## config.mk

```make
export PLATFORM = sky130hd
export DESIGN_NAME = greenhouse_climate_supervisor_unit_flat
export DESIGN_NICKNAME = d
export VERILOG_FILES = /design/src/rtl/gsup_pkg.sv /design/src/rtl/gsup_in_if.sv /design/src/rtl/gsup_out_if.sv /design/src/rtl/gsup_cfg_regs.sv /design/src/rtl/gsup_tick.sv /design/src/rtl/greenhouse_climate_supervisor_unit.sv /design/src/flat_wrapper.sv
export SDC_FILE = /design/constraint.sdc
export NUM_CORES = 1
export LEC_CHECK = 0
export ABC_AREA = 1
export CORE_ASPECT_RATIO = 0.7
export CORE_MARGIN = 2
export CORE_UTILIZATION = 60
export CTS_CLUSTER_SIZE = 20
export DETAILED_ROUTE_END_ITERATION = 7
export DONT_BUFFER_PORTS = 1
export GPL_TIMING_DRIVEN = 1
export PLACE_DENSITY = 0.75
export SLEW_MARGIN = 20
export SYNTH_ARGS = -nofsm -noshare
export SYNTH_HDL_FRONTEND = slang
export SYNTH_SLANG_ARGS = --single-unit
```

## constraint.sdc

```tcl
create_clock -name clk_i -period 3.9 [get_ports clk_i]
set_clock_uncertainty 0.05 [all_clocks]
set_input_delay 0.585 -clock clk_i [delete_from_list [all_inputs] [get_ports clk_i]]
set_output_delay 0.585 -clock clk_i [all_outputs]
set_load 0.005 [all_outputs]
```

## src/rtl/gsup_pkg.sv

```systemverilog
// Shared types and constants of the greenhouse climate supervisor.
`default_nettype none

package gsup_pkg;

  localparam int unsigned CfgWidth  = 8;
  localparam int unsigned CfgIdxW   = 3;
  localparam logic [7:0]  Hyst      = 8'd5;

  // activity flag bits
  localparam int unsigned FlWait  = 0;
  localparam int unsigned FlAlarm = 1;
  localparam int unsigned FlWater = 2;
  localparam int unsigned FlWarm  = 3;
  localparam int unsigned FlCool  = 4;
  localparam int unsigned FlVent  = 5;
  localparam int unsigned FlCare  = 6;
  localparam int unsigned NumFlags = 7;

  // actuator bits
  localparam int unsigned ActValve = 0;
  localparam int unsigned ActAlarm = 1;
  localparam int unsigned ActFan   = 2;
  localparam int unsigned ActLamp  = 3;
  localparam int unsigned NumActs  = 4;

  typedef enum logic [CfgIdxW-1:0] {
    CFG_HUM_LOW     = 3'd0,
    CFG_SOIL_TARGET = 3'd1,
    CFG_SOIL_START  = 3'd2,
    CFG_COLD_LIMIT  = 3'd3,
    CFG_HOT_LIMIT   = 3'd4,
    CFG_SUPPLY_TANK = 3'd5
  } cfg_idx_e;

  typedef enum logic [2:0] {
    ST_WAITING     = 3'd0,
    ST_ALARM       = 3'd1,
    ST_WATERING    = 3'd2,
    ST_WARMING     = 3'd3,
    ST_COOLING     = 3'd4,
    ST_VENTILATING = 3'd5,
    ST_CARING      = 3'd6
  } status_e;

  typedef enum logic [2:0] {
    SUP_RESET = 3'b001,
    SUP_WAIT  = 3'b010,
    SUP_CARE  = 3'b100
  } sup_phase_e;

  typedef enum logic [4:0] {
    IRR_RESET    = 5'b00001,
    IRR_IDLE     = 5'b00010,
    IRR_WATERED  = 5'b00100,
    IRR_WATERING = 5'b01000,
    IRR_ALARM    = 5'b10000
  } irr_phase_e;

  typedef enum logic [3:0] {
    HUM_RESET  = 4'b0001,
    HUM_IDLE   = 4'b0010,
    HUM_CALM   = 4'b0100,
    HUM_VENT   = 4'b1000
  } hum_phase_e;

  typedef enum logic [4:0] {
    THR_RESET  = 5'b00001,
    THR_IDLE   = 5'b00010,
    THR_STABLE = 5'b00100,
    THR_WARM   = 5'b01000,
    THR_COOL   = 5'b10000
  } thr_phase_e;

  typedef struct packed {
    logic [7:0] air_humidity_low;
    logic [7:0] soil_moisture_target;
    logic [7:0] soil_moisture_start;
    logic [7:0] temp_cold_limit;
    logic [7:0] temp_hot_limit;
    logic       supply_from_tank;
  } cfg_t;

  typedef struct packed {
    logic       care_request;
    logic [7:0] soil_moisture;
    logic [7:0] air_humidity;
    logic [7:0] temperature;
    logic       tank_level_low;
    logic       valve_time_up;
    logic       settle_time_up;
  } tick_in_t;

  typedef struct packed {
    logic       valve_open;
    logic       alarm_active;
    logic       fan_running;
    logic       lamp_lit;
    logic       begin_valve_timer;
    logic       begin_settle_timer;
    logic       cancel_timers;
    logic       caring_active;
    logic [2:0] status_code;
  } tick_out_t;

endpackage

`default_nettype wire

```

## src/rtl/gsup_in_if.sv

```systemverilog
// Input channel interface: one control tick per transaction.
`default_nettype none

interface gsup_in_if;
  logic       valid;
  logic       ready;
  logic       care_request;
  logic [7:0] soil_moisture;
  logic [7:0] air_humidity;
  logic [7:0] temperature;
  logic       tank_level_low;
  logic       valve_time_up;
  logic       settle_time_up;

  modport source (
    output valid, care_request, soil_moisture, air_humidity, temperature,
           tank_level_low, valve_time_up, settle_time_up,
    input  ready
  );

  modport sink (
    input  valid, care_request, soil_moisture, air_humidity, temperature,
           tank_level_low, valve_time_up, settle_time_up,
    output ready
  );
endinterface

`default_nettype wire

```

## src/rtl/gsup_out_if.sv

```systemverilog
// Result channel interface: actuator levels, timer strobes and status.
`default_nettype none

interface gsup_out_if;
  logic       valid;
  logic       ready;
  logic       valve_open;
  logic       alarm_active;
  logic       fan_running;
  logic       lamp_lit;
  logic       begin_valve_timer;
  logic       begin_settle_timer;
  logic       cancel_timers;
  logic       caring_active;
  logic [2:0] status_code;

  modport source (
    output valid, valve_open, alarm_active, fan_running, lamp_lit,
           begin_valve_timer, begin_settle_timer, cancel_timers,
           caring_active, status_code,
    input  ready
  );

  modport sink (
    input  valid, valve_open, alarm_active, fan_running, lamp_lit,
           begin_valve_timer, begin_settle_timer, cancel_timers,
           caring_active, status_code,
    output ready
  );
endinterface

`default_nettype wire

```

## src/rtl/gsup_cfg_regs.sv

```systemverilog
// Configuration register file of the climate supervisor.
`default_nettype none

module gsup_cfg_regs (
  input  wire logic                            clk_i,
  input  wire logic                            rst_ni,
  input  wire logic                            cfg_we_i,
  input  wire logic [gsup_pkg::CfgIdxW-1:0]    cfg_idx_i,
  input  wire logic [gsup_pkg::CfgWidth-1:0]   cfg_data_i,
  output gsup_pkg::cfg_t                       cfg_o
);

  gsup_pkg::cfg_t cfg_q, cfg_d;

  always_comb begin
    cfg_d = cfg_q;
    if (cfg_we_i) begin
      case (gsup_pkg::cfg_idx_e'(cfg_idx_i))
        gsup_pkg::CFG_HUM_LOW:     cfg_d.air_humidity_low     = cfg_data_i;
        gsup_pkg::CFG_SOIL_TARGET: cfg_d.soil_moisture_target = cfg_data_i;
        gsup_pkg::CFG_SOIL_START:  cfg_d.soil_moisture_start  = cfg_data_i;
        gsup_pkg::CFG_COLD_LIMIT:  cfg_d.temp_cold_limit      = cfg_data_i;
        gsup_pkg::CFG_HOT_LIMIT:   cfg_d.temp_hot_limit       = cfg_data_i;
        gsup_pkg::CFG_SUPPLY_TANK: cfg_d.supply_from_tank     = cfg_data_i[0];
        default: ;
      endcase
    end
  end

  always_ff @(posedge clk_i or negedge rst_ni) begin
    if (!rst_ni) begin
      cfg_q.air_humidity_low     <= 8'd0;
      cfg_q.soil_moisture_target <= 8'd0;
      cfg_q.soil_moisture_start  <= 8'd0;
      cfg_q.temp_cold_limit      <= 8'd0;
      cfg_q.temp_hot_limit       <= 8'd255;
      cfg_q.supply_from_tank     <= 1'b0;
    end else begin
      cfg_q <= cfg_d;
    end
  end

  assign cfg_o = cfg_q;

endmodule

`default_nettype wire

```

## src/rtl/gsup_tick.sv

```systemverilog
// Supervisor, irrigation, ventilation and thermal machines for one control tick.
`default_nettype none

module gsup_tick (
  input  wire logic               clk_i,
  input  wire logic               rst_ni,
  input  wire logic               fire_i,
  input  wire gsup_pkg::cfg_t     cfg_i,
  input  wire gsup_pkg::tick_in_t item_i,
  output gsup_pkg::tick_out_t     res_o
);

  gsup_pkg::sup_phase_e sup_q, sup_d;
  gsup_pkg::irr_phase_e irr_q, irr_d;
  gsup_pkg::hum_phase_e hum_q, hum_d;
  gsup_pkg::thr_phase_e thr_q, thr_d;
  gsup_pkg::status_e    held_q, held_d;
  logic                 caring_q, caring_d;
  logic [gsup_pkg::NumFlags-1:0] flags_q, flags_d;
  logic [gsup_pkg::NumActs-1:0]  act_q, act_d;

  logic       st_valve, st_settle, st_cancel;
  logic       empty;
  logic [7:0] hum_hi, cold_off, hot_off;

  assign empty    = cfg_i.supply_from_tank & item_i.tank_level_low;
  assign hum_hi   = cfg_i.air_humidity_low + gsup_pkg::Hyst;
  assign cold_off = cfg_i.temp_cold_limit + gsup_pkg::Hyst;
  assign hot_off  = cfg_i.temp_hot_limit - gsup_pkg::Hyst;

  // Machines run in order; later ones see what earlier ones wrote this tick.
  always_comb begin
    sup_d     = sup_q;
    irr_d     = irr_q;
    hum_d     = hum_q;
    thr_d     = thr_q;
    caring_d  = caring_q;
    flags_d   = flags_q;
    act_d     = act_q;
    st_valve  = 1'b0;
    st_settle = 1'b0;
    st_cancel = 1'b0;

    case (sup_q)
      gsup_pkg::SUP_RESET: begin
        caring_d = 1'b0;
        sup_d    = gsup_pkg::SUP_WAIT;
      end
      gsup_pkg::SUP_WAIT: begin
        flags_d[gsup_pkg::FlWait] = 1'b1;
        if (item_i.care_request) begin
          caring_d = 1'b1;
          sup_d    = gsup_pkg::SUP_CARE;
          flags_d[gsup_pkg::FlCare] = 1'b1;
          flags_d[gsup_pkg::FlWait] = 1'b0;
        end
      end
      gsup_pkg::SUP_CARE: begin
        if (!item_i.care_request) begin
          flags_d[gsup_pkg::FlCare] = 1'b0;
          caring_d = 1'b0;
          sup_d    = gsup_pkg::SUP_WAIT;
        end
      end
      default: sup_d = gsup_pkg::SUP_RESET;
    endcase

    case (irr_q)
      gsup_pkg::IRR_RESET: begin
        act_d[gsup_pkg::ActValve] = 1'b0;
        act_d[gsup_pkg::ActAlarm] = 1'b0;
        irr_d = gsup_pkg::IRR_IDLE;
      end
      gsup_pkg::IRR_IDLE: begin
        if (caring_d) irr_d = gsup_pkg::IRR_WATERED;
      end
      gsup_pkg::IRR_WATERED: begin
        if (item_i.soil_moisture < cfg_i.soil_moisture_start && !empty) begin
          act_d[gsup_pkg::ActValve] = 1'b1;
          st_valve = 1'b1;
          flags_d[gsup_pkg::FlWater] = 1'b1;
          irr_d = gsup_pkg::IRR_WATERING;
        end
        if (empty) begin
          act_d[gsup_pkg::ActAlarm] = 1'b1;
          flags_d[gsup_pkg::FlAlarm] = 1'b1;
          irr_d = gsup_pkg::IRR_ALARM;
        end
        if (!caring_d) irr_d = gsup_pkg::IRR_IDLE;
      end
      gsup_pkg::IRR_WATERING: begin
        if (item_i.valve_time_up) begin
          st_settle = 1'b1;
          act_d[gsup_pkg::ActValve] = 1'b0;
        end
        if (empty) begin
          act_d[gsup_pkg::ActValve] = 1'b0;
          st_cancel = 1'b1;
          st_valve  = 1'b0;
          st_settle = 1'b0;
          act_d[gsup_pkg::ActAlarm] = 1'b1;
          flags_d[gsup_pkg::FlAlarm] = 1'b1;
          irr_d = gsup_pkg::IRR_ALARM;
        end
        if (item_i.soil_moisture >= cfg_i.soil_moisture_target) begin
          act_d[gsup_pkg::ActValve] = 1'b0;
          st_cancel = 1'b1;
          st_valve  = 1'b0;
          st_settle = 1'b0;
          flags_d[gsup_pkg::FlWater] = 1'b0;
          irr_d = gsup_pkg::IRR_WATERED;
        end
        if (item_i.settle_time_up &&
            item_i.soil_moisture <= cfg_i.soil_moisture_target) begin
          act_d[gsup_pkg::ActValve] = 1'b1;
          st_valve = 1'b1;
          irr_d = gsup_pkg::IRR_WATERING;
        end
        if (!caring_d) begin
          act_d[gsup_pkg::ActValve] = 1'b0;
          st_cancel = 1'b1;
          st_valve  = 1'b0;
          st_settle = 1'b0;
          flags_d[gsup_pkg::FlWater] = 1'b0;
          irr_d = gsup_pkg::IRR_IDLE;
        end
      end
      gsup_pkg::IRR_ALARM: begin
        if (!empty) begin
          act_d[gsup_pkg::ActAlarm] = 1'b0;
          flags_d[gsup_pkg::FlAlarm] = 1'b0;
          irr_d = gsup_pkg::IRR_WATERED;
        end
        if (!caring_d) begin
          act_d[gsup_pkg::ActAlarm] = 1'b0;
          flags_d[gsup_pkg::FlAlarm] = 1'b0;
          irr_d = gsup_pkg::IRR_IDLE;
        end
      end
      default: irr_d = gsup_pkg::IRR_RESET;
    endcase

    case (hum_q)
      gsup_pkg::HUM_RESET: begin
        act_d[gsup_pkg::ActFan] = 1'b0;
        hum_d = gsup_pkg::HUM_IDLE;
      end
      gsup_pkg::HUM_IDLE: begin
        if (caring_d) hum_d = gsup_pkg::HUM_CALM;
      end
      gsup_pkg::HUM_CALM: begin
        if (item_i.air_humidity >= hum_hi) begin
          act_d[gsup_pkg::ActFan] = 1'b1;
          flags_d[gsup_pkg::FlVent] = 1'b1;
          hum_d = gsup_pkg::HUM_VENT;
        end
        if (!caring_d) hum_d = gsup_pkg::HUM_IDLE;
      end
      gsup_pkg::HUM_VENT: begin
        if (item_i.air_humidity <= cfg_i.air_humidity_low) begin
          // keep the fan if cooling still owns it
          if (!flags_d[gsup_pkg::FlCool]) act_d[gsup_pkg::ActFan] = 1'b0;
          flags_d[gsup_pkg::FlVent] = 1'b0;
          hum_d = gsup_pkg::HUM_CALM;
        end
        if (!caring_d) begin
          act_d[gsup_pkg::ActFan] = 1'b0;
          flags_d[gsup_pkg::FlVent] = 1'b0;
          hum_d = gsup_pkg::HUM_IDLE;
        end
      end
      default: hum_d = gsup_pkg::HUM_RESET;
    endcase

    case (thr_q)
      gsup_pkg::THR_RESET: begin
        act_d[gsup_pkg::ActLamp] = 1'b0;
        act_d[gsup_pkg::ActFan]  = 1'b0;
        thr_d = gsup_pkg::THR_IDLE;
      end
      gsup_pkg::THR_IDLE: begin
        if (caring_d) thr_d = gsup_pkg::THR_STABLE;
      end
      gsup_pkg::THR_STABLE: begin
        if (item_i.temperature <= cfg_i.temp_cold_limit) begin
          act_d[gsup_pkg::ActLamp] = 1'b1;
          flags_d[gsup_pkg::FlWarm] = 1'b1;
          thr_d = gsup_pkg::THR_WARM;
        end
        if (item_i.temperature >= cfg_i.temp_hot_limit) begin
          act_d[gsup_pkg::ActFan] = 1'b1;
          flags_d[gsup_pkg::FlCool] = 1'b1;
          thr_d = gsup_pkg::THR_COOL;
        end
        if (!caring_d) begin
          flags_d[gsup_pkg::FlWarm] = 1'b0;
          flags_d[gsup_pkg::FlCool] = 1'b0;
          thr_d = gsup_pkg::THR_IDLE;
        end
      end
      gsup_pkg::THR_WARM: begin
        if (item_i.temperature >= cold_off) begin
          act_d[gsup_pkg::ActLamp] = 1'b0;
          flags_d[gsup_pkg::FlWarm] = 1'b0;
          thr_d = gsup_pkg::THR_STABLE;
        end
        if (!caring_d) begin
          act_d[gsup_pkg::ActLamp] = 1'b0;
          flags_d[gsup_pkg::FlWarm] = 1'b0;
          thr_d = gsup_pkg::THR_IDLE;
        end
      end
      gsup_pkg::THR_COOL: begin
        if (item_i.temperature <= hot_off) begin
          if (!flags_d[gsup_pkg::FlVent]) act_d[gsup_pkg::ActFan] = 1'b0;
          flags_d[gsup_pkg::FlCool] = 1'b0;
          thr_d = gsup_pkg::THR_STABLE;
        end
        if (!caring_d) begin
          act_d[gsup_pkg::ActFan] = 1'b0;
          flags_d[gsup_pkg::FlCool] = 1'b0;
          thr_d = gsup_pkg::THR_IDLE;
        end
      end
      default: thr_d = gsup_pkg::THR_RESET;
    endcase

    held_d = held_q;
    if (flags_d[gsup_pkg::FlWait])       held_d = gsup_pkg::ST_WAITING;
    else if (flags_d[gsup_pkg::FlAlarm]) held_d = gsup_pkg::ST_ALARM;
    else if (flags_d[gsup_pkg::FlWater]) held_d = gsup_pkg::ST_WATERING;
    else if (flags_d[gsup_pkg::FlWarm])  held_d = gsup_pkg::ST_WARMING;
    else if (flags_d[gsup_pkg::FlCool])  held_d = gsup_pkg::ST_COOLING;
    else if (flags_d[gsup_pkg::FlVent])  held_d = gsup_pkg::ST_VENTILATING;
    else if (flags_d[gsup_pkg::FlCare])  held_d = gsup_pkg::ST_CARING;
  end

  always_ff @(posedge clk_i or negedge rst_ni) begin
    if (!rst_ni) begin
      sup_q    <= gsup_pkg::SUP_RESET;
      irr_q    <= gsup_pkg::IRR_RESET;
      hum_q    <= gsup_pkg::HUM_RESET;
      thr_q    <= gsup_pkg::THR_RESET;
      held_q   <= gsup_pkg::ST_WAITING;
      caring_q <= 1'b0;
      flags_q  <= '0;
      act_q    <= '0;
    end else if (fire_i) begin
      sup_q    <= sup_d;
      irr_q    <= irr_d;
      hum_q    <= hum_d;
      thr_q    <= thr_d;
      held_q   <= held_d;
      caring_q <= caring_d;
      flags_q  <= flags_d;
      act_q    <= act_d;
    end
  end

  assign res_o.valve_open         = act_d[gsup_pkg::ActValve];
  assign res_o.alarm_active       = act_d[gsup_pkg::ActAlarm];
  assign res_o.fan_running        = act_d[gsup_pkg::ActFan];
  assign res_o.lamp_lit           = act_d[gsup_pkg::ActLamp];
  assign res_o.begin_valve_timer  = st_valve;
  assign res_o.begin_settle_timer = st_settle;
  assign res_o.cancel_timers      = st_cancel;
  assign res_o.caring_active      = caring_d;
  assign res_o.status_code        = held_d;

endmodule

`default_nettype wire

```

## src/rtl/greenhouse_climate_supervisor_unit.sv

```systemverilog
// Path: a transaction is captured in the input register, then the tick logic writes its result
// into the result register, which drives the result channel.
// Throughput: one transaction per cycle; the result register decouples the two sides,
// and the input stalls only while a result waits and the input register is full.
// Reset (rst_ni low, asynchronous): all machines in reset phase, flags and
// actuators cleared, held status waiting, registers at defaults (hot limit 255).
`default_nettype none

module greenhouse_climate_supervisor_unit (
  input  wire logic                          clk_i,
  input  wire logic                          rst_ni,
  input  wire logic                          cfg_we_i,
  input  wire logic [gsup_pkg::CfgIdxW-1:0]  cfg_idx_i,
  input  wire logic [gsup_pkg::CfgWidth-1:0] cfg_data_i,
  gsup_in_if.sink                            in_i,
  gsup_out_if.source                         out_o
);

  gsup_pkg::cfg_t      cfg;
  gsup_pkg::tick_in_t  in_item;
  gsup_pkg::tick_in_t  s1_data_q;
  gsup_pkg::tick_out_t res;
  gsup_pkg::tick_out_t out_data_q;
  logic                s1_valid_q, s1_valid_d;
  logic                out_valid_q, out_valid_d;
  logic                advance, s1_fire, in_fire;

  gsup_cfg_regs u_cfg (
    .clk_i      (clk_i),
    .rst_ni     (rst_ni),
    .cfg_we_i   (cfg_we_i),
    .cfg_idx_i  (cfg_idx_i),
    .cfg_data_i (cfg_data_i),
    .cfg_o      (cfg)
  );

  assign in_item.care_request   = in_i.care_request;
  assign in_item.soil_moisture  = in_i.soil_moisture;
  assign in_item.air_humidity   = in_i.air_humidity;
  assign in_item.temperature    = in_i.temperature;
  assign in_item.tank_level_low = in_i.tank_level_low;
  assign in_item.valve_time_up  = in_i.valve_time_up;
  assign in_item.settle_time_up = in_i.settle_time_up;

  assign advance    = !out_valid_q || out_o.ready;
  assign s1_fire    = s1_valid_q && advance;
  assign in_i.ready = !s1_valid_q || advance;
  assign in_fire    = in_i.valid && in_i.ready;

  always_comb begin
    s1_valid_d = s1_valid_q;
    if (in_fire)      s1_valid_d = 1'b1;
    else if (s1_fire) s1_valid_d = 1'b0;
    out_valid_d = out_valid_q;
    if (s1_fire)           out_valid_d = 1'b1;
    else if (out_o.ready)  out_valid_d = 1'b0;
  end

  gsup_tick u_tick (
    .clk_i  (clk_i),
    .rst_ni (rst_ni),
    .fire_i (s1_fire),
    .cfg_i  (cfg),
    .item_i (s1_data_q),
    .res_o  (res)
  );

  always_ff @(posedge clk_i or negedge rst_ni) begin
    if (!rst_ni) begin
      s1_valid_q  <= 1'b0;
      out_valid_q <= 1'b0;
    end else begin
      s1_valid_q  <= s1_valid_d;
      out_valid_q <= out_valid_d;
    end
  end

  always_ff @(posedge clk_i) begin
    if (in_fire) s1_data_q  <= in_item;
    if (s1_fire) out_data_q <= res;
  end

  assign out_o.valid              = out_valid_q;
  assign out_o.valve_open         = out_data_q.valve_open;
  assign out_o.alarm_active       = out_data_q.alarm_active;
  assign out_o.fan_running        = out_data_q.fan_running;
  assign out_o.lamp_lit           = out_data_q.lamp_lit;
  assign out_o.begin_valve_timer  = out_data_q.begin_valve_timer;
  assign out_o.begin_settle_timer = out_data_q.begin_settle_timer;
  assign out_o.cancel_timers      = out_data_q.cancel_timers;
  assign out_o.caring_active      = out_data_q.caring_active;
  assign out_o.status_code        = out_data_q.status_code;

`ifndef SYNTHESIS
  a_stall_only_on_backpressure : assert property (@(posedge clk_i) disable iff (!rst_ni)
    !in_i.ready |-> (out_o.valid && !out_o.ready))
    else $error("input stalled without result backpressure");

  a_cancel_drops_settle : assert property (@(posedge clk_i) disable iff (!rst_ni)
    (out_o.valid && out_o.cancel_timers) |-> !out_o.begin_settle_timer)
    else $error("settle timer started in a cancel transaction");

  a_caring_not_waiting : assert property (@(posedge clk_i) disable iff (!rst_ni)
    (out_o.valid && out_o.caring_active) |->
      (out_o.status_code != gsup_pkg::ST_WAITING))
    else $error("waiting status reported while caring");

  a_result_follows_fire : assert property (@(posedge clk_i) disable iff (!rst_ni)
    s1_fire |=> out_o.valid)
    else $error("result lost after tick");
`endif

endmodule

`default_nettype wire

```

## src/flat_wrapper.sv

```systemverilog
// flat-port wrapper written by rule: the top's interface ports become plain ports
module greenhouse_climate_supervisor_unit_flat 
  (clk_i, rst_ni, cfg_we_i, cfg_idx_i, cfg_data_i, in_i_valid, in_i_care_request, in_i_soil_moisture, in_i_air_humidity, in_i_temperature, in_i_tank_level_low, in_i_valve_time_up, in_i_settle_time_up, in_i_ready, out_o_valid, out_o_valve_open, out_o_alarm_active, out_o_fan_running, out_o_lamp_lit, out_o_begin_valve_timer, out_o_begin_settle_timer, out_o_cancel_timers, out_o_caring_active, out_o_status_code, out_o_ready);
  gsup_in_if in_i_i ();
  gsup_out_if out_o_i ();
  input  wire logic clk_i;
  input  wire logic rst_ni;
  input  wire logic cfg_we_i;
  input  wire logic [gsup_pkg::CfgIdxW-1:0] cfg_idx_i;
  input  wire logic [gsup_pkg::CfgWidth-1:0] cfg_data_i;
  input wire logic [$bits(in_i_i.valid)-1:0] in_i_valid;
  input wire logic [$bits(in_i_i.care_request)-1:0] in_i_care_request;
  input wire logic [$bits(in_i_i.soil_moisture)-1:0] in_i_soil_moisture;
  input wire logic [$bits(in_i_i.air_humidity)-1:0] in_i_air_humidity;
  input wire logic [$bits(in_i_i.temperature)-1:0] in_i_temperature;
  input wire logic [$bits(in_i_i.tank_level_low)-1:0] in_i_tank_level_low;
  input wire logic [$bits(in_i_i.valve_time_up)-1:0] in_i_valve_time_up;
  input wire logic [$bits(in_i_i.settle_time_up)-1:0] in_i_settle_time_up;
  output wire logic [$bits(in_i_i.ready)-1:0] in_i_ready;
  output wire logic [$bits(out_o_i.valid)-1:0] out_o_valid;
  output wire logic [$bits(out_o_i.valve_open)-1:0] out_o_valve_open;
  output wire logic [$bits(out_o_i.alarm_active)-1:0] out_o_alarm_active;
  output wire logic [$bits(out_o_i.fan_running)-1:0] out_o_fan_running;
  output wire logic [$bits(out_o_i.lamp_lit)-1:0] out_o_lamp_lit;
  output wire logic [$bits(out_o_i.begin_valve_timer)-1:0] out_o_begin_valve_timer;
  output wire logic [$bits(out_o_i.begin_settle_timer)-1:0] out_o_begin_settle_timer;
  output wire logic [$bits(out_o_i.cancel_timers)-1:0] out_o_cancel_timers;
  output wire logic [$bits(out_o_i.caring_active)-1:0] out_o_caring_active;
  output wire logic [$bits(out_o_i.status_code)-1:0] out_o_status_code;
  input wire logic [$bits(out_o_i.ready)-1:0] out_o_ready;
  assign in_i_i.valid = in_i_valid;
  assign in_i_i.care_request = in_i_care_request;
  assign in_i_i.soil_moisture = in_i_soil_moisture;
  assign in_i_i.air_humidity = in_i_air_humidity;
  assign in_i_i.temperature = in_i_temperature;
  assign in_i_i.tank_level_low = in_i_tank_level_low;
  assign in_i_i.valve_time_up = in_i_valve_time_up;
  assign in_i_i.settle_time_up = in_i_settle_time_up;
  assign in_i_ready = in_i_i.ready;
  assign out_o_valid = out_o_i.valid;
  assign out_o_valve_open = out_o_i.valve_open;
  assign out_o_alarm_active = out_o_i.alarm_active;
  assign out_o_fan_running = out_o_i.fan_running;
  assign out_o_lamp_lit = out_o_i.lamp_lit;
  assign out_o_begin_valve_timer = out_o_i.begin_valve_timer;
  assign out_o_begin_settle_timer = out_o_i.begin_settle_timer;
  assign out_o_cancel_timers = out_o_i.cancel_timers;
  assign out_o_caring_active = out_o_i.caring_active;
  assign out_o_status_code = out_o_i.status_code;
  assign out_o_i.ready = out_o_ready;
  greenhouse_climate_supervisor_unit u_core (.clk_i(clk_i), .rst_ni(rst_ni), .cfg_we_i(cfg_we_i), .cfg_idx_i(cfg_idx_i), .cfg_data_i(cfg_data_i), .in_i(in_i_i), .out_o(out_o_i));
endmodule
```

==> flow_summary.toml, run 1 <==
[outcome]
status = "finished with violations"
violations = "hold timing"

[pwr]
swShare = 0.365
seqPwrFrac = 0.368
pwr-share-clk = 0.327
power_density_nw_per_um2 = 626
peakVddDrop_mv = 0.357
p_int_mw = 3.00
power_frac_comb = 0.305
leakage_nw = 3.75
p_switching_mw = 1.72

[timing]
setup_tns_ns = 0
rsz0062_at_grt = "no"
fmax_ghz = 0.328
finalHoldViolCount = 1
worst_slew_pin_slew_ns = 0.574
drv_slew = 0
finalSetupViolations = 0
period_needed_ns = 3.05
whs_ns = -0.00118
timing.slew.headroom = 0.616
finalCritPeriodShare = 0.781
fin_ws_ns = 0.852

[grt]
overflow = 0
track_usage = 0.288
grt_pass1_vias = 5412
antenna_found_initial = 0
grt_pass1_wl_um = 26300
grt_max_degree = 76

[logic_synthesis]
yosys.cell_types.count = 41
ys_seq_elements = 114
synthTopCellsByArea = "dfrtp_1 23%, edfxtp_1 17%, ha_1 12%"
synth_ff_type = "dfrtp_1"
synth_nets = 904
synthCells = 794
synth_top_area_cell = "dfrtp_1"
ys_warn_count = 0
synth_edf_count = 39
ys_async_sr_fraction = 0.658
synth_top_area_frac = 0.233
synth_area_um2 = 6750
ys_seq_area_frac = 0.454
synth_area_per_cell_um2 = 8.51

[routing]
wirelength_um = 15800
avgViaCountPerCell = 5.59
drc = 0
first_pass_iters = 6
drtIter0Drc = 419
routedWlPerCell_um = 16.3
antenna_left = 0
vias = 5442

[clock_network]
worstSkewPairLatency_ns = 0.42
clockRootBuffer = "clkbuf_16"
cts.sinks = 114
htree_levels = 4
clock_path_buffers = 2
path_clk_slew_ns = 0.06
cts_resized = 0
hold_buffers = 1
cts_setup_buffers = 0
numCtsBuffers = 17
cts_tree = "built"

[layout]
layout-drive-gt1-share = 0.0877
fin_area_um2 = 7540
final_common_cell = "nand2_1"
final_cell_mix = "188 x nand2_1, 127 x inv_1, 68 x o21ai_0"
area_growth_pct = 11.6
antenna_cells = 0
nets = 918

[critical_path]
critPathLaunchType = "flop"
r2r_start = "u_core.u_cfg.cfg_o[33]"
worstPathMaxFanout = 4
r2r-end = "u_core.out_o.status_code[0]"
cp-end-kind = "flop"
critPathKind = "reg2reg"
regToRegSetupSlack_ns = 0.85
critPathArrivalTime_ns = 3.16
r2r_cells = 18
required_ns = 4.01

[floorplan]
rows = 32
die_area_um2 = 12100
start_util = 0.613
coreArea_um2 = 11000
die_w_um = 131
ios = 57
die_y_um = 92.8

[placed_design]
place.gp.congestion = 0.987
portBuffers = 0
dpl_worst_slack_ns = 0.920
hpwl_um = 11600
place_area_um2 = 6930

[job]
max_cap_violations = 0

[min_path]
holdCritPathClass = "in2async"
## worst max-delay path: stages (launching register included)
cell and delay [ns]:
dfrtp_1 0.40, inv_1 0.08, o21ai_0 0.33, nand3_1 0.19
nor3_1 0.21, xor2_1 0.16, inv_1 0.06, ha_1 0.30
a21oi_1 0.15, o21a_1 0.13, nand2_1 0.10, nand2_1 0.11
nand2_1 0.08, nand2_1 0.13, nand2_1 0.07, nand2_1 0.06
nand2_1 0.05, nand2_1 0.07, a21oi_1 0.06
## kinds of logic (layout without fill, tap and decap cells)
family                   after synthesis  after routing  synth area share
AND/OR/NAND/NOR                      327            327             0.216
buffers and inverters                138            165            0.0782
AO/OA/AOI/OAI                        132            132             0.108
flip-flops                           114            114             0.454
adder cells (fa/ha/maj)               66             66             0.122
XOR/XNOR                              17             17            0.0220
## cells in the mapped netlist (2+ instances only)
library cell    n
or2_4           2
a211oi_1        2
dfrtp_1        63
nand4_2         3
a31oi_1         2
nor2_4          4
clkbuf_1        8
dfstp_2        12
nor2_1         53
o21a_1          7
a21o_1          2
nand4_1        12
nand2_2         5
nand3_1        37
o21bai_1        3
a21oi_1        35
and2_1          2
o21ai_1         7
edfxtp_1       39
nand2_1       188
o21ai_0        68
xor2_1         17
ha_1           66
inv_1         127
and3_1          2
nor3_1         12
o21ai_2         2
## flip-flops by register name, indices dropped and copies added, names as in the netlist
signal,cells
u_core.u_tick.thr_q,5
u_core.u_tick.irr_q,5
u_core.u_tick.act_q,4
u_core.out_o.lamp_lit,1
u_core.u_tick.flags_q,7
u_core.out_o.caring_active,1
u_core.out_o.alarm_active,1
u_core.s1_data_q,28
u_core.u_tick.sup_q,3
u_core.out_o.fan_running,1
u_core.u_cfg.cfg_o,41
u_core.out_o.valid,1
u_core.out_o.valve_open,1
u_core.out_o.status_code,3
u_core.u_tick.held_q,3
u_core.u_tick.caring_q,1
u_core.out_o.cancel_timers,1
u_core.out_o.begin_valve_timer,1
u_core.out_o.begin_settle_timer,1
u_core.s1_valid_q,1
u_core.u_tick.hum_q,4
## power by group through the flow
stage	registers (mW)	logic, mW	clock network (mW)
after floorplan	1.69	1.10	0
after global placement	1.74	1.31	0
after detailed placement	1.75	1.39	0
after CTS	1.73	1.43	1.56
after global routing	1.77	1.66	1.62
final	1.74	1.44	1.54
## per-stage QoR
step                hold slack, ns  utilization  total power [mW]  instances
detailed placement           0.242        0.629              3.14        941
floorplan                    0.239            -              2.78        794
finish                    -0.00118        0.685              4.72        974
CTS                         0.0163        0.685              4.72        974
global route                0.0185        0.685              5.05        974
global placement             0.242        0.629              3.04        941
## worst max path at each step
| stage | from | to | slack, ns | depth (start not counted) |
|---|---|---|---|---|
| floorplan | u_core.u_cfg.cfg_o[1] | u_core.out_o.status_code[2] | 1.20 | 15 |
| global placement | u_core.u_cfg.cfg_o[33] | u_core.out_o.status_code[0] | 1.03 | 18 |
| detailed placement | u_core.u_cfg.cfg_o[33] | u_core.out_o.status_code[1] | 0.92 | 17 |
| CTS | u_core.u_cfg.cfg_o[33] | u_core.out_o.status_code[0] | 0.87 | 18 |
| global route | u_core.u_cfg.cfg_o[33] | u_core.out_o.status_code[1] | 0.54 | 18 |
| finish | u_core.u_cfg.cfg_o[33] | u_core.out_o.status_code[0] | 0.85 | 18 |
## cell type report
cell class              count  area [um^2]
multi-input cells         542         3160
clock buffers              18          429
inverters                 129          487
clock inverters            14          155
repair buffers              4         50.0
fillers                   829         3470
well taps                 153          191
flip-flops and latches    114         3060
## routing by layer
layer,part of all wire,vias to the layer above,global-route usage
li1,-,2632,-
met1,0.46,2576,0.391
met2,0.45,191,0.434
met3,0.070,43,0.0878
met4,0.028,0,0.110
met5,0,-,0
Note: power is estimated with default switching activity, not from simulation.
==> run 2: changes to the inputs <==
--- a/config.mk
+++ b/config.mk
@@ -8,7 +8,7 @@
 export ABC_AREA = 1
 export CORE_ASPECT_RATIO = 0.7
 export CORE_MARGIN = 2
-export CORE_UTILIZATION = 60
+export CORE_UTILIZATION = 58
 export CTS_CLUSTER_SIZE = 20
 export DETAILED_ROUTE_END_ITERATION = 7
 export DONT_BUFFER_PORTS = 1
==> constraint.sdc (replaced) <==
create_clock -name clk_i -period 2.5 [get_ports clk_i]
set_clock_uncertainty 0.05 [all_clocks]
set_input_delay 0.375 -clock clk_i [delete_from_list [all_inputs] [get_ports clk_i]]
set_output_delay 0.375 -clock clk_i [all_outputs]
set_load 0.005 [all_outputs]
==> flow_summary.toml, run 2 (synthesized netlist as in run 1, its figures left out) <==
[pwr]
swShare = 0.379
peakVddDrop_mv = 0.762
p_switching_mw = 2.96
leakage_nw = 4.11
finalPower_mw = 7.81
power_frac_comb = 0.349
pwr-share-clk = 0.304
p_int_mw = 4.85
power_density_nw_per_um2 = 934
seqPwrFrac = 0.348

[min_path]
holdCritPathClass = "in2reg"

[clock_network]
worstSkewPairLatency_ns = 0.42
clock_path_buffers = 2
numCtsBuffers = 17
cts_tree = "built"
clockRootBuffer = "clkbuf_16"
htree_levels = 4
path_clk_slew_ns = 0.06
cts.sinks = 114

[routing]
routedWlPerCell_um = 16.7
antenna_left = 0
drtIter0Drc = 436
drc = 0
vias = 5796
wirelength_um = 17500
first_pass_iters = 5
avgViaCountPerCell = 5.54

[grt]
antenna_found_initial = 0
grt_pass1_wl_um = 29000
overflow = 0
grt_pass1_vias = 5996
grt_max_degree = 76
track_usage = 0.299

[timing]
period_needed_ns = 2.81
fin_ws_ns = -0.308
worst_slew_pin_slew_ns = 0.590
timing.slew.headroom = 0.606
finalHoldViolCount = 0
finalCritPeriodShare = 1.12
rsz0062_at_grt = "yes"
setup_tns_ns = -3.11
drv_slew = 0
finalSetupViolations = 16
fmax_ghz = 0.356

[critical_path]
required_ns = 2.62
cp-end-kind = "flop"
worstPathMaxFanout = 3
crit_path_cell_trace = "inv_2 -> ha_4 -> or2_4 -> nand3_2 -> xor2_1 -> inv_1 -> ha_4 -> nand2_4 -> nor2_4 -> nand4_1 -> nand3_4 -> buf_4 -> buf_4 -> nand3_1 -> and2_4"
slowest_stage = "dfstp_2"
critPathArrivalTime_ns = 2.93
critPathLaunchType = "flop"
critPathKind = "reg2reg"
critical-path-max-stage-delay_ns = 0.55

[layout]
instances_no_fill = 1046
layout-drive-gt1-share = 0.176
nets = 990
final_cell_mix = "175 x nand2_1, 122 x inv_1, 63 x ha_1, 63 x dfrtp_1, 60 x o21ai_0"
area_growth_pct = 23.8
largest_reg_flops = 41
antenna_cells = 0
fillerInstances = 731
final_util = 0.749
final_common_cell = "nand2_1"

[floorplan]
ios = 57
start_util = 0.605
die_w_um = 133
die_y_um = 94.3
die_area_um2 = 12500
rows = 32
coreArea_um2 = 11200

[placed_design]
portBuffers = 0
dpl_worst_slack_ns = -0.277
hpwl_um = 11600
placed_cells = 970
place.gp.congestion = 0.987

[outcome]
status = "finished with violations"
violations = "setup timing"

[job]
max_cap_violations = 0
[run 2: timing repair]
item,CTS,global route
buffers inserted,9,4
resized for setup,29,20
cloned,1,0
hold endpoints to repair,103,0
pin swaps,15,15
setup endpoints to repair,20,22
hold buffers,30,0
[run 2: worst paths after layout]
path | cells past startpoint | endpoint | slack, ns | startpoint
max in group asynchronous | 2 | u_core.u_tick.thr_q[0] | 1.56 | rst_ni
min in group asynchronous | 2 | u_core.u_cfg.cfg_o[12] | 0.48 | rst_ni
max reg2reg | 15 | u_core.out_o.fan_running | -0.31 | u_core.u_cfg.cfg_o[2]
max | 15 | u_core.out_o.fan_running | -0.31 | u_core.u_cfg.cfg_o[2]
min | 2 | u_core.s1_valid_q | 0.04 | in_i_valid
min reg2reg | 2 | u_core.u_cfg.cfg_o[17] | 0.44 | u_core.u_cfg.cfg_o[17]
[run 2: cell type report]
| cell class | count | area, um^2 | area share |
|---|---|---|---|
| multi-input combinational | 543 | 3380 | 0.404 |
| sequential | 114 | 3060 | 0.366 |
| timing repair buffer | 75 | 668 | 0.0799 |
| inverter | 129 | 487 | 0.0582 |
| clock buffer | 17 | 425 | 0.0509 |
| tap | 153 | 191 | 0.0229 |
| clock inverter | 15 | 149 | 0.0178 |
[run 2: metrics by stage]
stage / hold slack [ns] / area, um^2
2_1_floorplan: 0.0294 / 6790
3_3_place_gp: 0.0330 / 7190
3_5_place_dp: 0.0318 / 7190
4_1_cts: 0.0370 / 8290
5_1_grt: 0.0429 / 8360
6_report: 0.0411 / 8360
[run 2: layer usage]
metal  GRT usage  vias to the layer above  routed length, um
met4      0.0959                        0                329
met2       0.501                      238               8250
met1       0.378                     2742               7520
met5           0                        -                  0
li1            -                     2780                  -
met3      0.0874                       36               1350
[run 2: critical path: cells and delay by family, from the launching register on]
family | cells | cell delay [ns]
and+or+nand+nor | 8 | 0.98
DFF | 1 | 0.55
adders and majority gates | 2 | 0.45
buffers and inverters | 4 | 0.36
xor gates and xnor gates | 1 | 0.16
[run 2: power groups by stage]
stage | sequential (mW) | combinational (mW) | clock (mW)
finish | 2.72 | 2.72 | 2.37
global route | 2.75 | 3.07 | 2.48
CTS | 2.70 | 2.58 | 2.38
detailed placement | 2.72 | 2.33 | 0
global placement | 2.69 | 2.21 | 0
floorplan | 2.63 | 1.73 | 0
==> run 3: changes to the inputs <==
--- a/config.mk
+++ b/config.mk
@@ -8,7 +8,7 @@
 export ABC_AREA = 1
 export CORE_ASPECT_RATIO = 0.7
 export CORE_MARGIN = 2
-export CORE_UTILIZATION = 58
+export CORE_UTILIZATION = 60
 export CTS_CLUSTER_SIZE = 20
 export DETAILED_ROUTE_END_ITERATION = 7
 export DONT_BUFFER_PORTS = 1
==> constraint.sdc (replaced) <==
create_clock -name clk_i -period 2.61 [get_ports clk_i]
set_clock_uncertainty 0.05 [all_clocks]
set_input_delay 0.3915 -clock clk_i [delete_from_list [all_inputs] [get_ports clk_i]]
set_output_delay 0.3915 -clock clk_i [all_outputs]
set_load 0.005 [all_outputs]
==> flow_summary.toml, run 3 (synthesized netlist as in run 1, its figures left out) <==
[clock_network]
htree_levels = 4
cts.sinks = 114
path_clk_slew_ns = 0.05
numCtsBuffers = 17
clock_path_buffers = 2
worstSkewPairLatency_ns = 0.41
clockRootBuffer = "clkbuf_16"
cts_tree = "built"

[routing]
met3WireLength_um = 1060
drtIter0Drc = 423
highest_layer = "met4"
routedWlPerCell_um = 16.1
drc = 0
wl_met2_um = 7560
first_pass_iters = 5
vias = 5597
wl_met1_um = 7320
antenna_left = 0
wirelength_um = 16300
avgViaCountPerCell = 5.54

[timing]
fin_ws_ns = -0.0682
rsz0062_at_grt = "yes"
finalHoldViolCount = 0
drv_slew = 0
fmax_ghz = 0.373
period_needed_ns = 2.68
worst_slew_pin_slew_ns = 0.630
finalSetupViolations = 7
finalCritPeriodShare = 1.03
timing.slew.headroom = 0.579

[min_path]
min_from = "in_i_soil_moisture[3]"
hold_path_depth = 0
holdCritPathClass = "in2reg"
hold_end = "u_core.s1_data_q[22]"

[pwr]
leakage_nw = 3.98
power_density_nw_per_um2 = 927
power_frac_comb = 0.331
peakVddDrop_mv = 0.516
pwr-share-clk = 0.323
swShare = 0.353
seqPwrFrac = 0.346
p_switching_mw = 2.65
p_int_mw = 4.85

[critical_path]
critPathKind = "reg2reg"
worstPathMaxFanout = 4
required_ns = 2.72
r2r-end = "u_core.out_o.status_code[1]"
cp-end-kind = "flop"
critPathLaunchType = "flop"
r2r_start = "u_core.u_cfg.cfg_o[1]"
r2r_cells = 17
regToRegSetupSlack_ns = -0.07
critPathArrivalTime_ns = 2.79

[grt]
overflow = 0
grt_max_degree = 76
grt_pass1_wl_um = 26400
track_usage = 0.286
grt_pass1_vias = 5490
antenna_found_initial = 0

[job]
max_cap_violations = 0

[layout]
final_util = 0.734
final_cell_mix = "175 x nand2_1, 123 x inv_1, 63 x dfrtp_1"
seqCellArea_um2 = 3060
layout-drive-gt1-share = 0.175
fillerInstances = 805
instances_no_fill = 1010
multi_input_area_um2 = 3390
largest_reg_flops = 41
area_growth_pct = 19.7
antenna_cells = 0
nets = 955
final_common_cell = "nand2_1"

[floorplan]
start_util = 0.613
coreArea_um2 = 11000
die_w_um = 131
ios = 57
rows = 32
die_y_um = 92.8
die_area_um2 = 12100

[placed_design]
portBuffers = 0
hpwl_um = 11500
place.gp.congestion = 0.927
placed_cells = 965

[outcome]
violations = "setup timing"
status = "finished with violations"
## run 3: cell type report
class / count / share of cell area
multi-input cells: 543 / 0.420
flip-flops and latches: 114 / 0.379
inverters: 129 / 0.0602
clock buffers: 17 / 0.0526
repair buffers: 40 / 0.0419
well taps: 153 / 0.0237
clock inverters: 14 / 0.0231
## run 3: metal layers
layer,GRT usage,vias to the layer above
met4,0.104,0
li1,-,2710
met1,0.379,2651
met3,0.0711,34
met5,0,-
met2,0.458,202
## run 3: per-stage QoR
| stage | setup TNS (ns) | cell area, um^2 | total power, mW | hold slack, ns | setup slack, ns |
|---|---|---|---|---|---|
| finish | -0.255 | 8090 | 7.50 | 0.0269 | -0.0682 |
| global route | -2.58 | 8090 | 8.00 | 0.0108 | -0.273 |
| CTS | -0.456 | 7890 | 7.36 | 0.0155 | -0.0687 |
| detailed placement | -2.76 | 7130 | 4.77 | 0.0479 | -0.248 |
| global placement | -0.466 | 7130 | 4.66 | 0.0485 | -0.115 |
| floorplan | 0 | 6760 | 4.17 | 0.0459 | 0.0115 |
## run 3: critical path, stage by stage, from the launching register on
cell and delay, ns:
dfstp_2 0.56, inv_2 0.06, ha_4 0.15, or2_4 0.23
nand3_2 0.06, xor2_1 0.13, inv_1 0.09, ha_4 0.26
nand2_2 0.06, o21a_1 0.19, nand2_2 0.08, nand3_4 0.08
nand2_2 0.08, nand2_4 0.06, o211ai_1 0.11, nand2_2 0.07
nand2_1 0.07, nor2_1 0.04
## run 3: timing repair
item	in CTS	in global routing
hold buffers	2	0
setup endpoints to repair	16	17
hold endpoints to repair	75	0
resized for setup	24	34
pin swaps	12	27
cloned	0	1
buffers inserted	5	6
## run 3: worst max path at each step
stage | slack, ns | start | end
final | -0.07 | u_core.u_cfg.cfg_o[1] | u_core.out_o.status_code[1]
after global routing | -0.27 | u_core.u_cfg.cfg_o[9] | u_core.out_o.status_code[1]
after CTS | -0.07 | u_core.u_cfg.cfg_o[1] | u_core.out_o.status_code[1]
after detailed placement | -0.25 | u_core.u_cfg.cfg_o[33] | u_core.out_o.status_code[0]
after global placement | -0.12 | u_core.u_cfg.cfg_o[33] | u_core.out_o.status_code[0]
after floorplan | 0.01 | u_core.u_cfg.cfg_o[1] | u_core.out_o.status_code[2]
## run 3: power groups by stage
stage	clock [mW]	sequential, mW	combinational (mW)
after global routing	2.52	2.64	2.84
after CTS	2.43	2.58	2.34
after floorplan	0	2.52	1.65
after detailed placement	0	2.61	2.17
after global placement	0	2.59	2.07
final	2.42	2.59	2.48
